File: config.mk
export PLATFORM = sky130hd
export DESIGN_NAME = base64_stream_encoder_top_flat
export DESIGN_NICKNAME = d
export VERILOG_FILES = /design/src/rtl/core/b64e_pkg.sv /design/src/rtl/core/b64e_ifs.sv /design/src/rtl/core/base64_stream_encoder_top.sv /design/src/rtl/core/b64e_front.sv /design/src/rtl/core/b64e_queue.sv /design/src/rtl/core/b64e_back.sv /design/src/flat_wrapper.sv
export SDC_FILE = /design/constraint.sdc
export NUM_CORES = 1
export LEC_CHECK = 0
export BUFFER_PORTS_ARGS = -buffer_cell sky130_fd_sc_hd__buf_2
export CAP_MARGIN = 20
export CORE_UTILIZATION = 44
export DETAILED_ROUTE_END_ITERATION = 10
export MAX_ROUTING_LAYER = met4
export SYNTH_ARGS = -nofsm -noshare
export SYNTH_HDL_FRONTEND = slang
export SYNTH_SLANG_ARGS = --single-unit
File: constraint.sdc
create_clock -name clk -period 2.4 [get_ports clk]
set_clock_uncertainty 0.05 [all_clocks]
set_input_delay 0.12 -clock clk [delete_from_list [all_inputs] [get_ports clk]]
set_output_delay 0.12 -clock clk [all_outputs]
set_load 0.01 [all_outputs]
File: src/rtl/core/b64e_pkg.sv
// b64e_pkg: shared types, constants and the sextet-to-ASCII map for the
// Base64 stream encoder. No dependencies.
`timescale 1ns / 1ps
`default_nettype none

package b64e_pkg;

	localparam int QueueDepth = 2;
	localparam logic [7:0] PAD_CHAR = 8'h3D;
	localparam int MaxChars = 4;

	// One accepted byte turned into up to four characters.
	typedef struct packed {
		logic [MaxChars-1:0][7:0] chars;
		logic [1:0]               cnt_m1;   // number of chars minus one
		logic                     msg_end;  // last char closes the message
	} job_t;

	function automatic logic [7:0] sextet_char(input logic [5:0] v);
		logic [7:0] w;
		logic [7:0] r;
		w = {2'b00, v};
		if (v < 6'd26) begin
			r = 8'h41 + w;
		end else if (v < 6'd52) begin
			r = 8'h61 + (w - 8'd26);
		end else if (v < 6'd62) begin
			r = 8'h30 + (w - 8'd52);
		end else if (v == 6'd62) begin
			r = 8'h2B;
		end else begin
			r = 8'h2F;
		end
		return r;
	endfunction

endpackage

`default_nettype wire

File: src/rtl/core/b64e_ifs.sv
// b64e_ifs: valid/ready channel interfaces for the byte input and the
// character output of the Base64 encoder. No dependencies.
`timescale 1ns / 1ps
`default_nettype none

interface b64e_byte_if;
	logic       valid;
	logic       ready;
	logic [7:0] in_byte;
	logic       last_byte;

	modport source(output valid, output in_byte, output last_byte, input ready);
	modport sink(input valid, input in_byte, input last_byte, output ready);
endinterface

interface b64e_char_if;
	logic       valid;
	logic       ready;
	logic [7:0] out_char;
	logic       run_last;
	logic       message_end;

	modport source(output valid, output out_char, output run_last, output message_end,
		input ready);
	modport sink(input valid, input out_char, input run_last, input message_end,
		output ready);
endinterface

`default_nettype wire

File: src/rtl/core/base64_stream_encoder_top.sv
// base64_stream_encoder_top: Base64 (standard alphabet, '=' padding) stream
// encoder. Depends on b64e_pkg, b64e_ifs, b64e_front, b64e_queue, b64e_back.
//
// Usage:
//   byte_ch (sink): one raw byte per beat, last_byte marks the final byte of
//   a message. char_ch (source): one ASCII character per beat; run_last marks
//   the last character a byte produced, message_end the final character of
//   the encoded message (padded to a multiple of four).
// Path: an accepted beat's job is written into the job queue, then its
//   characters are loaded from the queue head into the output register.
// Throughput: one character per cycle while char_ch is ready and jobs wait;
//   a byte yields one to four characters (4/3 on average mid-message). The
//   input takes a beat every cycle while the job queue (QUEUE_DEPTH entries) has room.
// Reset: arst_n clears phase and leftover bits, empties the queue and drops
//   the output valid; byte_ch.ready is already high during reset (queue empty).
// Stall: when char_ch.ready is low a valid output register holds; jobs pile up
//   in the queue and byte_ch.ready falls once it is full.
`timescale 1ns / 1ps
`default_nettype none

module base64_stream_encoder_top #(
	parameter int QUEUE_DEPTH = b64e_pkg::QueueDepth
) (
	input  wire logic    clk,
	input  wire logic    arst_n,
	b64e_byte_if.sink    byte_ch,
	b64e_char_if.source  char_ch
);

	logic           push;
	logic           pop;
	logic           full;
	logic           empty;
	b64e_pkg::job_t push_job;
	b64e_pkg::job_t head;

	b64e_front u_front (
		.clk      (clk),
		.arst_n   (arst_n),
		.byte_ch  (byte_ch),
		.push     (push),
		.push_job (push_job),
		.full     (full)
	);

	b64e_queue #(
		.DEPTH (QUEUE_DEPTH)
	) u_queue (
		.clk      (clk),
		.arst_n   (arst_n),
		.push     (push),
		.push_job (push_job),
		.full     (full),
		.pop      (pop),
		.head     (head),
		.empty    (empty)
	);

	b64e_back u_back (
		.clk     (clk),
		.arst_n  (arst_n),
		.head    (head),
		.empty   (empty),
		.pop     (pop),
		.char_ch (char_ch)
	);

endmodule

`default_nettype wire

File: src/rtl/core/b64e_front.sv
// b64e_front: accepts byte beats, tracks phase and leftover bits, and builds
// one job (up to four characters) per byte. Depends on b64e_pkg, b64e_ifs.
`timescale 1ns / 1ps
`default_nettype none

module b64e_front (
	input  wire logic          clk,
	input  wire logic          arst_n,
	b64e_byte_if.sink          byte_ch,
	output logic               push,
	output b64e_pkg::job_t     push_job,
	input  wire logic          full
);

	localparam logic [1:0] PH_0 = 2'd0;
	localparam logic [1:0] PH_1 = 2'd1;
	localparam logic [1:0] PH_2 = 2'd2;

	logic [1:0] phase_q;
	logic [5:0] carry_q;
	logic [1:0] phase_nx;
	logic [5:0] carry_nx;
	logic [7:0] b;
	b64e_pkg::job_t job;

	assign b = byte_ch.in_byte;
	assign byte_ch.ready = !full;
	assign push = byte_ch.valid && !full;

	always_comb begin
		job = '0;
		case (phase_q)
			PH_1: begin
				job.chars[0] = b64e_pkg::sextet_char(carry_q | {2'b00, b[7:4]});
				job.cnt_m1   = 2'd0;
				carry_nx     = {b[3:0], 2'b00};
				phase_nx     = PH_2;
			end
			PH_2: begin
				job.chars[0] = b64e_pkg::sextet_char(carry_q | {4'b0000, b[7:6]});
				job.chars[1] = b64e_pkg::sextet_char(b[5:0]);
				job.cnt_m1   = 2'd1;
				carry_nx     = 6'd0;
				phase_nx     = PH_0;
			end
			default: begin
				// unused phase code behaves as phase 0
				job.chars[0] = b64e_pkg::sextet_char(b[7:2]);
				job.cnt_m1   = 2'd0;
				carry_nx     = {b[1:0], 4'b0000};
				phase_nx     = PH_1;
			end
		endcase

		if (byte_ch.last_byte) begin
			job.msg_end = 1'b1;
			// after a single char, flush leftover bits and pad; two-char jobs need neither
			if (phase_nx == PH_1) begin
				job.chars[1] = b64e_pkg::sextet_char(carry_nx);
				job.chars[2] = b64e_pkg::PAD_CHAR;
				job.chars[3] = b64e_pkg::PAD_CHAR;
				job.cnt_m1   = 2'd3;
			end else if (phase_nx == PH_2) begin
				job.chars[1] = b64e_pkg::sextet_char(carry_nx);
				job.chars[2] = b64e_pkg::PAD_CHAR;
				job.cnt_m1   = 2'd2;
			end
			phase_nx = PH_0;
			carry_nx = 6'd0;
		end
	end

	assign push_job = job;

	always_ff @(posedge clk or negedge arst_n) begin
		if (!arst_n) begin
			phase_q <= PH_0;
			carry_q <= 6'd0;
		end else if (push) begin
			phase_q <= phase_nx;
			carry_q <= carry_nx;
		end
	end

endmodule

`default_nettype wire

File: src/rtl/core/b64e_queue.sv
// b64e_queue: small FIFO of jobs between the front and back of the encoder;
// head is shown combinationally. Depends on b64e_pkg.
`timescale 1ns / 1ps
`default_nettype none

module b64e_queue #(
	parameter int DEPTH = b64e_pkg::QueueDepth
) (
	input  wire logic            clk,
	input  wire logic            arst_n,
	input  wire logic            push,
	input  wire b64e_pkg::job_t  push_job,
	output logic                 full,
	input  wire logic            pop,
	output b64e_pkg::job_t       head,
	output logic                 empty
);

	localparam int AW = (DEPTH > 1) ? $clog2(DEPTH) : 1;
	localparam int CW = $clog2(DEPTH + 1);
	localparam logic [AW-1:0] LAST_IDX = AW'(DEPTH - 1);
	localparam logic [CW-1:0] FULL_CNT = CW'(DEPTH);

	b64e_pkg::job_t mem_q [DEPTH];
	logic [AW-1:0] wr_ptr_q;
	logic [AW-1:0] rd_ptr_q;
	logic [CW-1:0] count_q;

	assign full  = (count_q == FULL_CNT);
	assign empty = (count_q == '0);
	assign head  = mem_q[rd_ptr_q];

	always_ff @(posedge clk) begin
		if (push) begin
			mem_q[wr_ptr_q] <= push_job;
		end
	end

	always_ff @(posedge clk or negedge arst_n) begin
		if (!arst_n) begin
			wr_ptr_q <= '0;
			rd_ptr_q <= '0;
			count_q  <= '0;
		end else begin
			if (push) begin
				wr_ptr_q <= (wr_ptr_q == LAST_IDX) ? '0 : wr_ptr_q + 1'b1;
			end
			if (pop) begin
				rd_ptr_q <= (rd_ptr_q == LAST_IDX) ? '0 : rd_ptr_q + 1'b1;
			end
			if (push && !pop) begin
				count_q <= count_q + 1'b1;
			end else if (pop && !push) begin
				count_q <= count_q - 1'b1;
			end
		end
	end

	a_no_overflow: assert property (@(posedge clk) disable iff (!arst_n)
		!(push && full))
		else $error("queue push while full");

	a_no_underflow: assert property (@(posedge clk) disable iff (!arst_n)
		!(pop && empty))
		else $error("queue pop while empty");

	a_count_bound: assert property (@(posedge clk) disable iff (!arst_n)
		count_q <= FULL_CNT)
		else $error("queue count beyond depth");

endmodule

`default_nettype wire

File: src/rtl/core/b64e_back.sv
// b64e_back: walks the head job one character per cycle (output slot free) into the output
// register and pops the job after its last character. Depends on b64e_pkg, b64e_ifs.
`timescale 1ns / 1ps
`default_nettype none

module b64e_back (
	input  wire logic            clk,
	input  wire logic            arst_n,
	input  wire b64e_pkg::job_t  head,
	input  wire logic            empty,
	output logic                 pop,
	b64e_char_if.source          char_ch
);

	logic [1:0] idx_q;
	logic       out_v_q;
	logic [7:0] char_q;
	logic       run_last_q;
	logic       msg_end_q;
	logic       slot_free;
	logic       take;
	logic       is_final;

	assign slot_free = !out_v_q || char_ch.ready;
	assign take      = slot_free && !empty;
	assign is_final  = (idx_q == head.cnt_m1);
	assign pop       = take && is_final;

	always_ff @(posedge clk or negedge arst_n) begin
		if (!arst_n) begin
			idx_q   <= 2'd0;
			out_v_q <= 1'b0;
		end else begin
			if (slot_free) begin
				out_v_q <= !empty;
			end
			if (take) begin
				idx_q <= is_final ? 2'd0 : idx_q + 2'd1;
			end
		end
	end

	always_ff @(posedge clk) begin
		if (take) begin
			char_q     <= head.chars[idx_q];
			run_last_q <= is_final;
			msg_end_q  <= is_final && head.msg_end;
		end
	end

	assign char_ch.valid       = out_v_q;
	assign char_ch.out_char    = char_q;
	assign char_ch.run_last    = run_last_q;
	assign char_ch.message_end = msg_end_q;

	a_end_is_run_last: assert property (@(posedge clk) disable iff (!arst_n)
		(out_v_q && msg_end_q) |-> run_last_q)
		else $error("message end without run end");

	a_idx_needs_job: assert property (@(posedge clk) disable iff (!arst_n)
		(idx_q != 2'd0) |-> !empty)
		else $error("mid-job index with no job queued");

	a_idx_in_job: assert property (@(posedge clk) disable iff (!arst_n)
		!empty |-> (idx_q <= head.cnt_m1))
		else $error("char index past job length");

endmodule

`default_nettype wire
File: src/flat_wrapper.sv
// flat-port wrapper written by rule: the top's interface ports become plain ports
module base64_stream_encoder_top_flat 
#(
	parameter int QUEUE_DEPTH = b64e_pkg::QueueDepth
)
  (clk, arst_n, byte_ch_valid, byte_ch_in_byte, byte_ch_last_byte, byte_ch_ready, char_ch_valid, char_ch_out_char, char_ch_run_last, char_ch_message_end, char_ch_ready);
  b64e_byte_if byte_ch_i ();
  b64e_char_if char_ch_i ();
  input  wire logic clk;
  input  wire logic arst_n;
  input wire logic [$bits(byte_ch_i.valid)-1:0] byte_ch_valid;
  input wire logic [$bits(byte_ch_i.in_byte)-1:0] byte_ch_in_byte;
  input wire logic [$bits(byte_ch_i.last_byte)-1:0] byte_ch_last_byte;
  output wire logic [$bits(byte_ch_i.ready)-1:0] byte_ch_ready;
  output wire logic [$bits(char_ch_i.valid)-1:0] char_ch_valid;
  output wire logic [$bits(char_ch_i.out_char)-1:0] char_ch_out_char;
  output wire logic [$bits(char_ch_i.run_last)-1:0] char_ch_run_last;
  output wire logic [$bits(char_ch_i.message_end)-1:0] char_ch_message_end;
  input wire logic [$bits(char_ch_i.ready)-1:0] char_ch_ready;
  assign byte_ch_i.valid = byte_ch_valid;
  assign byte_ch_i.in_byte = byte_ch_in_byte;
  assign byte_ch_i.last_byte = byte_ch_last_byte;
  assign byte_ch_ready = byte_ch_i.ready;
  assign char_ch_valid = char_ch_i.valid;
  assign char_ch_out_char = char_ch_i.out_char;
  assign char_ch_run_last = char_ch_i.run_last;
  assign char_ch_message_end = char_ch_i.message_end;
  assign char_ch_i.ready = char_ch_ready;
  base64_stream_encoder_top #(.QUEUE_DEPTH(QUEUE_DEPTH)) u_core (.clk(clk), .arst_n(arst_n), .byte_ch(byte_ch_i), .char_ch(char_ch_i));
endmodule
=== Word-level counts from Yosys, hierarchy flattened ===
Memory sizes are Yosys's and may differ from the RTL's.
Index checks and enable logic that the tools add are counted.

* Bits in registers: 25
* Bits in writable memories: 66
* Memories kept: 1
* Output and inout port bits: 12

{| class="wikitable"
|+ Memory list
! name !! depth !! bits a word !! rd ports !! clocked after memory_dff !! write ports !! line !! text
|-
| u_core.u_queue.mem_q || 2 || 33 || 1 || 0 || 1 || b64e_queue.sv:24 || <nowiki>b64e_pkg::job_t mem_q [DEPTH];</nowiki>
|}

* Eq/ne operators: 11
* $lt $le $gt $ge: 16
* Reduce and logical (&&, ||, !) cells: 14
* Multiplexer cells: 42
* Add/subtract/negate cells: 30
* Bitwise operators: 2

{| class="wikitable"
|+ Operators by type and width
! operator !! count
|-
| $mux W8 || 17
|-
| $lt A6 B6 Y1 const B || 10
|-
| $add A7 B6 Y8 const A || 5
|-
| $add A7 B7 Y8 const A || 5
|-
| $add A7 B8 Y8 const A || 5
|-
| $sub A6 B5 Y7 const B || 5
|-
| $sub A6 B6 Y7 const B || 5
|-
| $eq A6 B6 Y1 const B || 5
|-
| $lt A6 B5 Y1 const B || 5
|-
| $mux W14 || 2
|-
| $mux W22 || 1
|-
| $pmux W10 S2 || 1
|-
| $mux W3 || 6
|-
| $bmux W8 S2 || 1
|-
| $mux W2 || 6
|-
| $mux W6 || 2
|-
| $pmux W6 S2 || 1
|-
| $eq A2 B2 Y1 const B || 3
|-
| $logic_and A1 B1 Y1 || 6
|-
| $or A6 B2 Y6 || 1
|-
| $or A6 B4 Y6 || 1
|-
| $logic_not A1 Y1 || 5
|-
| $add A2 B1 Y2 const B || 2
|-
| $eq A2 B1 Y1 const B || 2
|-
| 9 further kinds || 13
|}

=== Logic depth before layout (Yosys ltp) ===
* Depth in word-level cells: 10
* Depth in mapped cells: 12
* Gate-level depth less buffers: 11

=== Hierarchy ===
A second synthesis with hierarchy kept.

* Cell total of the unflattened synthesis: 575
* Area total of the unflattened synthesis: 6600.1 µm²

{| class="wikitable"
|+ By module, submodules not included
! module !! cells each !! area an instance (µm²) !! sequential area each (µm²) !! times used
|-
| b64e_front || 409 || 3031.7 || 150.1 || 1
|-
| b64e_queue || 125 || 2862.7 || 2202.1 || 1
|-
| b64e_back || 41 || 705.7 || 375.4 || 1
|}

=== Worst setup path before layout ===
Ideal clock, no wire load.

* Kind: register to register
* Start point: reg u_core.u_front.phase_q[0]
* End point: mem u_core.u_queue.mem_q[0][17] in the netlist's numbering (data pin)
* Arrival: 2.295 ns
* Slack: -0.080 ns
* Path buffers: 1
* Stages on the path, launching flop included: 13
* Clock period less this slack: 2.480 ns
* Cells stage by stage: dfrtp_1 inv_1 ha_1 buf_2 nor2b_2 and2_1 inv_1 ha_1 xor2_1 ha_1 xnor2_1 a211o_1 nand2_1

{| class="wikitable"
|+ RTL lines
! item !! line !! text
|-
| start, declared || b64e_front.sv:19 || <nowiki>logic [1:0] phase_q;</nowiki>
|-
| start signal, assigned || b64e_front.sv:80 || <nowiki>phase_q <= phase_nx;</nowiki>
|-
| end, declared || b64e_queue.sv:24 ||
|}

==> flow_summary.toml <==
[finish]
antennaDiodeCount = 0
syn_to_final_growth_pct = 23.6
final_nets = 650
utilization_pct = 55.8
layout-drive-gt1-share_pct = 30.2

[pwr]
seqPwrFrac_pct = 28.7
p_switching_w = 0.00273
ir_drop_mv = 0.806
p_int_w = 0.00434
p_per_area_nw_per_um2 = 1110
p_sw_share_pct = 38.6
leakage_nw = 2.52
power.total_w = 0.00707
p_clk_share_pct = 19.7
comb_power_share_pct = 51.6

[place]
routabilityCongestion = 0.929
dp_hpwl_um = 10300
portBuffers = 24

[outcome]
outcome = "finished clean"

[detailed_routing]
vias = 4293
wirelength_um = 13600
post-route-drc-count = 0
drt_first_pass_iters = 5
vias_per_cell = 5.76
avgRoutedWirePerCell_um = 18.3
drtAntennaViolNets = 0
first_iter_violations = 209

[timing]
period_minus_slack_ns = 2.36
finalCritPeriodShare_pct = 98.5
max_slew_margin_pct = 71.9
worst_pin_slew_ns = 0.417
max_clock_freq_mhz = 423
final-setup-viol-count = 0
hold_violations = 0
rsz0062_at_grt = "yes"
slew_violations = 0

[synthesis]
synth_xor_area_share_pct = 8.66
synth-seq-area-share_pct = 35.6
avgSynthCellArea_sq_um = 9.84
synth_cells = 521
netlist_area_sq_um = 5130
async_reset_ff_share_pct = 20.6
ys_ff_latch = 63
synth_compound_area_share_pct = 19.2
synth_nets = 574
synth_fa_ha_area_share_pct = 9.76
synth_cell_type_count = 82
synth_edf_count = 50
yosys_warnings = 0
synthMuxAreaShare_pct = 6.10
synth-simple-area-share_pct = 15.8
synth_ff_type = "edfxtp_1"
synth_top_family_by_area = "compound AO/OA/AOI/OAI gates"

[floorplan]
core_sq_um = 11400
row_count = 39
die_y_um = 110
initial_utilization_pct = 45.1
die_w_um = 110
die_area_sq_um = 12100
ios = 25

[setup_path]
cp_slowest_cell = "dfrtp_2"
arrival_ns = 2.37
crit_path_max_fanout = 8
crit_path_start_kind = "flip-flop"
path_class = "reg2reg"
path_cells = "buf_4, or3_1, a31oi_4, o21ai_0, a211oi_1, a21oi_1"
crit_buf_inv = 1
critPathTopFamily = "compound AO/OA/AOI/OAI gates"
cp-end-kind = "flip-flop"
required_ns = 2.40
critPathMaxStageDelay_ns = 0.44

[global_route]
track_usage_pct = 24.3
grt_pass1_vias = 4105
overflow = 0
grt_pass1_wl_um = 21300
grt_max_degree = 21
antenna_found_initial = 0

[cts]
root_buffer = "clkbuf_16"
clk_latency_ns = 0.32
clkSlewWorstSetupHoldPaths_ns = 0.06
clockBufferDepth = 2
cts_tree = "done"
htreeDepth = 3
cts_buffers = 9
cts_sinks = 63

[worst_hold_path]
min_path_type = "in2reg"

[run]
cap_violations = 0
## cell type report
type | count | area (sq um)
fillers | 971 | 5030
well taps | 143 | 179
repair buffers | 93 | 644
flip-flops and latches | 63 | 1830
clock buffers | 9 | 225
multi-input cells | 405 | 3270
clock inverters | 7 | 96.3
inverters | 25 | 101
## placed cells by master, fill, tap and decap left out, drive strengths merged, types with 3 or more instances in the layout
master	instances
a211o	3
a211oi	8
a21boi	3
a21oi	31
a221o	3
a221oi	4
a22o	3
a22oi	4
a31oi	5
and2	4
and3	4
buf	92
clkbuf	9
clkinv	3
dfrtp	13
edfxtp	50
ha	40
inv	25
mux2i	11
mux4	8
nand2	55
nand2b	8
nand3	9
nand3b	4
nor2	28
nor2b	12
nor3	8
nor3b	6
o211ai	5
o21ai	44
o221ai	3
o22ai	5
o41ai	3
or2	3
or3	4
xnor2	33
xor2	16
## through the flow
| step | hold slack [ns] | instances | TNS, ns | area (sq um) | setup slack, ns |
|---|---|---|---|---|---|
| 2_1_floorplan | -0.226 | 521 | 0 | 5150 | 0.0152 |
| 6_report | 0.0192 | 745 | 0 | 6340 | 0.0370 |
| 3_3_place_gp | -0.00273 | 722 | 0 | 5750 | 0.0277 |
| 5_1_grt | 0.0336 | 745 | -0.380 | 6340 | -0.0716 |
| 3_5_place_dp | -0.00340 | 722 | -0.266 | 5750 | -0.0714 |
| 4_1_cts | 0.0137 | 740 | 0 | 6130 | 0.0000646 |
## synth_stat cells, types with 3 or more instances
cell type	count	area share [%]
nor3b_1	5	0.73
a21oi_1	27	2.6
nor2_1	24	1.8
mux2i_1	11	2.1
o21ai_1	6	0.59
o22ai_1	5	0.61
xor2_1	16	2.7
o221ai_1	3	0.51
nand2_1	54	4.0
nor2b_1	11	1.3
o41ai_1	3	0.51
buf_2	10	0.98
nor3_1	7	0.68
and3_1	3	0.37
nand3b_1	3	0.44
a211o_1	3	0.51
inv_2	3	0.22
a22o_1	3	0.51
xnor2_1	31	5.3
buf_6	3	0.66
a21oi_2	3	0.51
edfxtp_1	50	29
and2_1	3	0.37
mux4_2	8	3.5
a31oi_1	4	0.49
buf_4	4	0.59
a221o_1	3	0.59
or3_1	4	0.49
a221oi_1	3	0.51
a22oi_1	3	0.44
dfrtp_1	13	6.3
nor2_4	3	0.66
a211oi_1	8	1.2
clkbuf_1	10	0.73
inv_1	20	1.5
ha_1	40	9.8
nand3_1	9	0.88
o211ai_1	4	0.59
nand2b_1	8	0.98
o21ai_0	36	3.5
## flip-flops by register name, summed over array words and instances (netlist names)
register / flops
u_core.u_queue.mem_q: 40
u_core.u_queue.rd_ptr_q: 1
u_core.u_back.char_ch.valid: 1
u_core.u_front.carry_q: 4
u_core.u_back.char_ch.run_last: 1
u_core.u_back.char_ch.message_end: 1
u_core.u_back.char_ch.out_char: 8
u_core.u_queue.count_q: 2
u_core.u_queue.wr_ptr_q: 1
u_core.u_back.idx_q: 2
u_core.u_front.phase_q: 2
## worst min-delay path, stage by stage
cell and delay (ns):
buf_2 0.07, nand2b_1 0.11, nand2_1 0.05
## power groups by stage
stage	combinational (W)	clock, W	sequential [W]
finish	0.00365	0.00139	0.00203
global route	0.00398	0.00145	0.00208
CTS	0.00339	0.00141	0.00203
detailed placement	0.00328	0	0.00204
global placement	0.00321	0	0.00203
floorplan	0.00222	0	0.00202
## metal layers
metal,share of wire [%],track usage [%]
met5,0,-
met1,46,32.7
met2,47,37.9
met4,2.7,8.38
met3,4.1,2.61
## logic make-up (layout without fill, tap and decap cells)
kind of cell / count (synthesis) / after routing
xor gates and xnor gates: 49 / 49
DFF: 63 / 63
AOI/OAI and AO/OA: 143 / 143
buffers and inverters: 53 / 134
muxes: 21 / 21
adders and majority gates: 40 / 40
and+or+nand+nor: 152 / 152
## final timing paths
| path | startpoint | endpoint | cells past startpoint | slack, ns |
|---|---|---|---|---|
| hold / removal | char_ch_ready | u_core.u_back.char_ch.valid | 3 | 0.02 |
| hold reg to reg | u_core.u_back.char_ch.valid | u_core.u_back.char_ch.valid | 2 | 0.45 |
| setup / recovery | u_core.u_front.carry_q[2] | u_core.u_queue.mem_q[1][4] | 6 | 0.04 |
| min in group asynchronous | arst_n | u_core.u_front.carry_q[4] | 2 | 0.18 |
| setup reg to reg | u_core.u_front.carry_q[2] | u_core.u_queue.mem_q[1][4] | 6 | 0.04 |
| max in group asynchronous | arst_n | u_core.u_front.carry_q[3] | 2 | 1.85 |
## repair_timing
action                                  4_1_cts  5_1_grt
setup buffers                                 1        5
hold buffers                                  1        0
gates resized for setup                       9       37
endpoints found under the hold margin        13        0
pin swaps                                     1       20
endpoints found under the setup margin       14       22
Power figures use the tool's default switching activity.
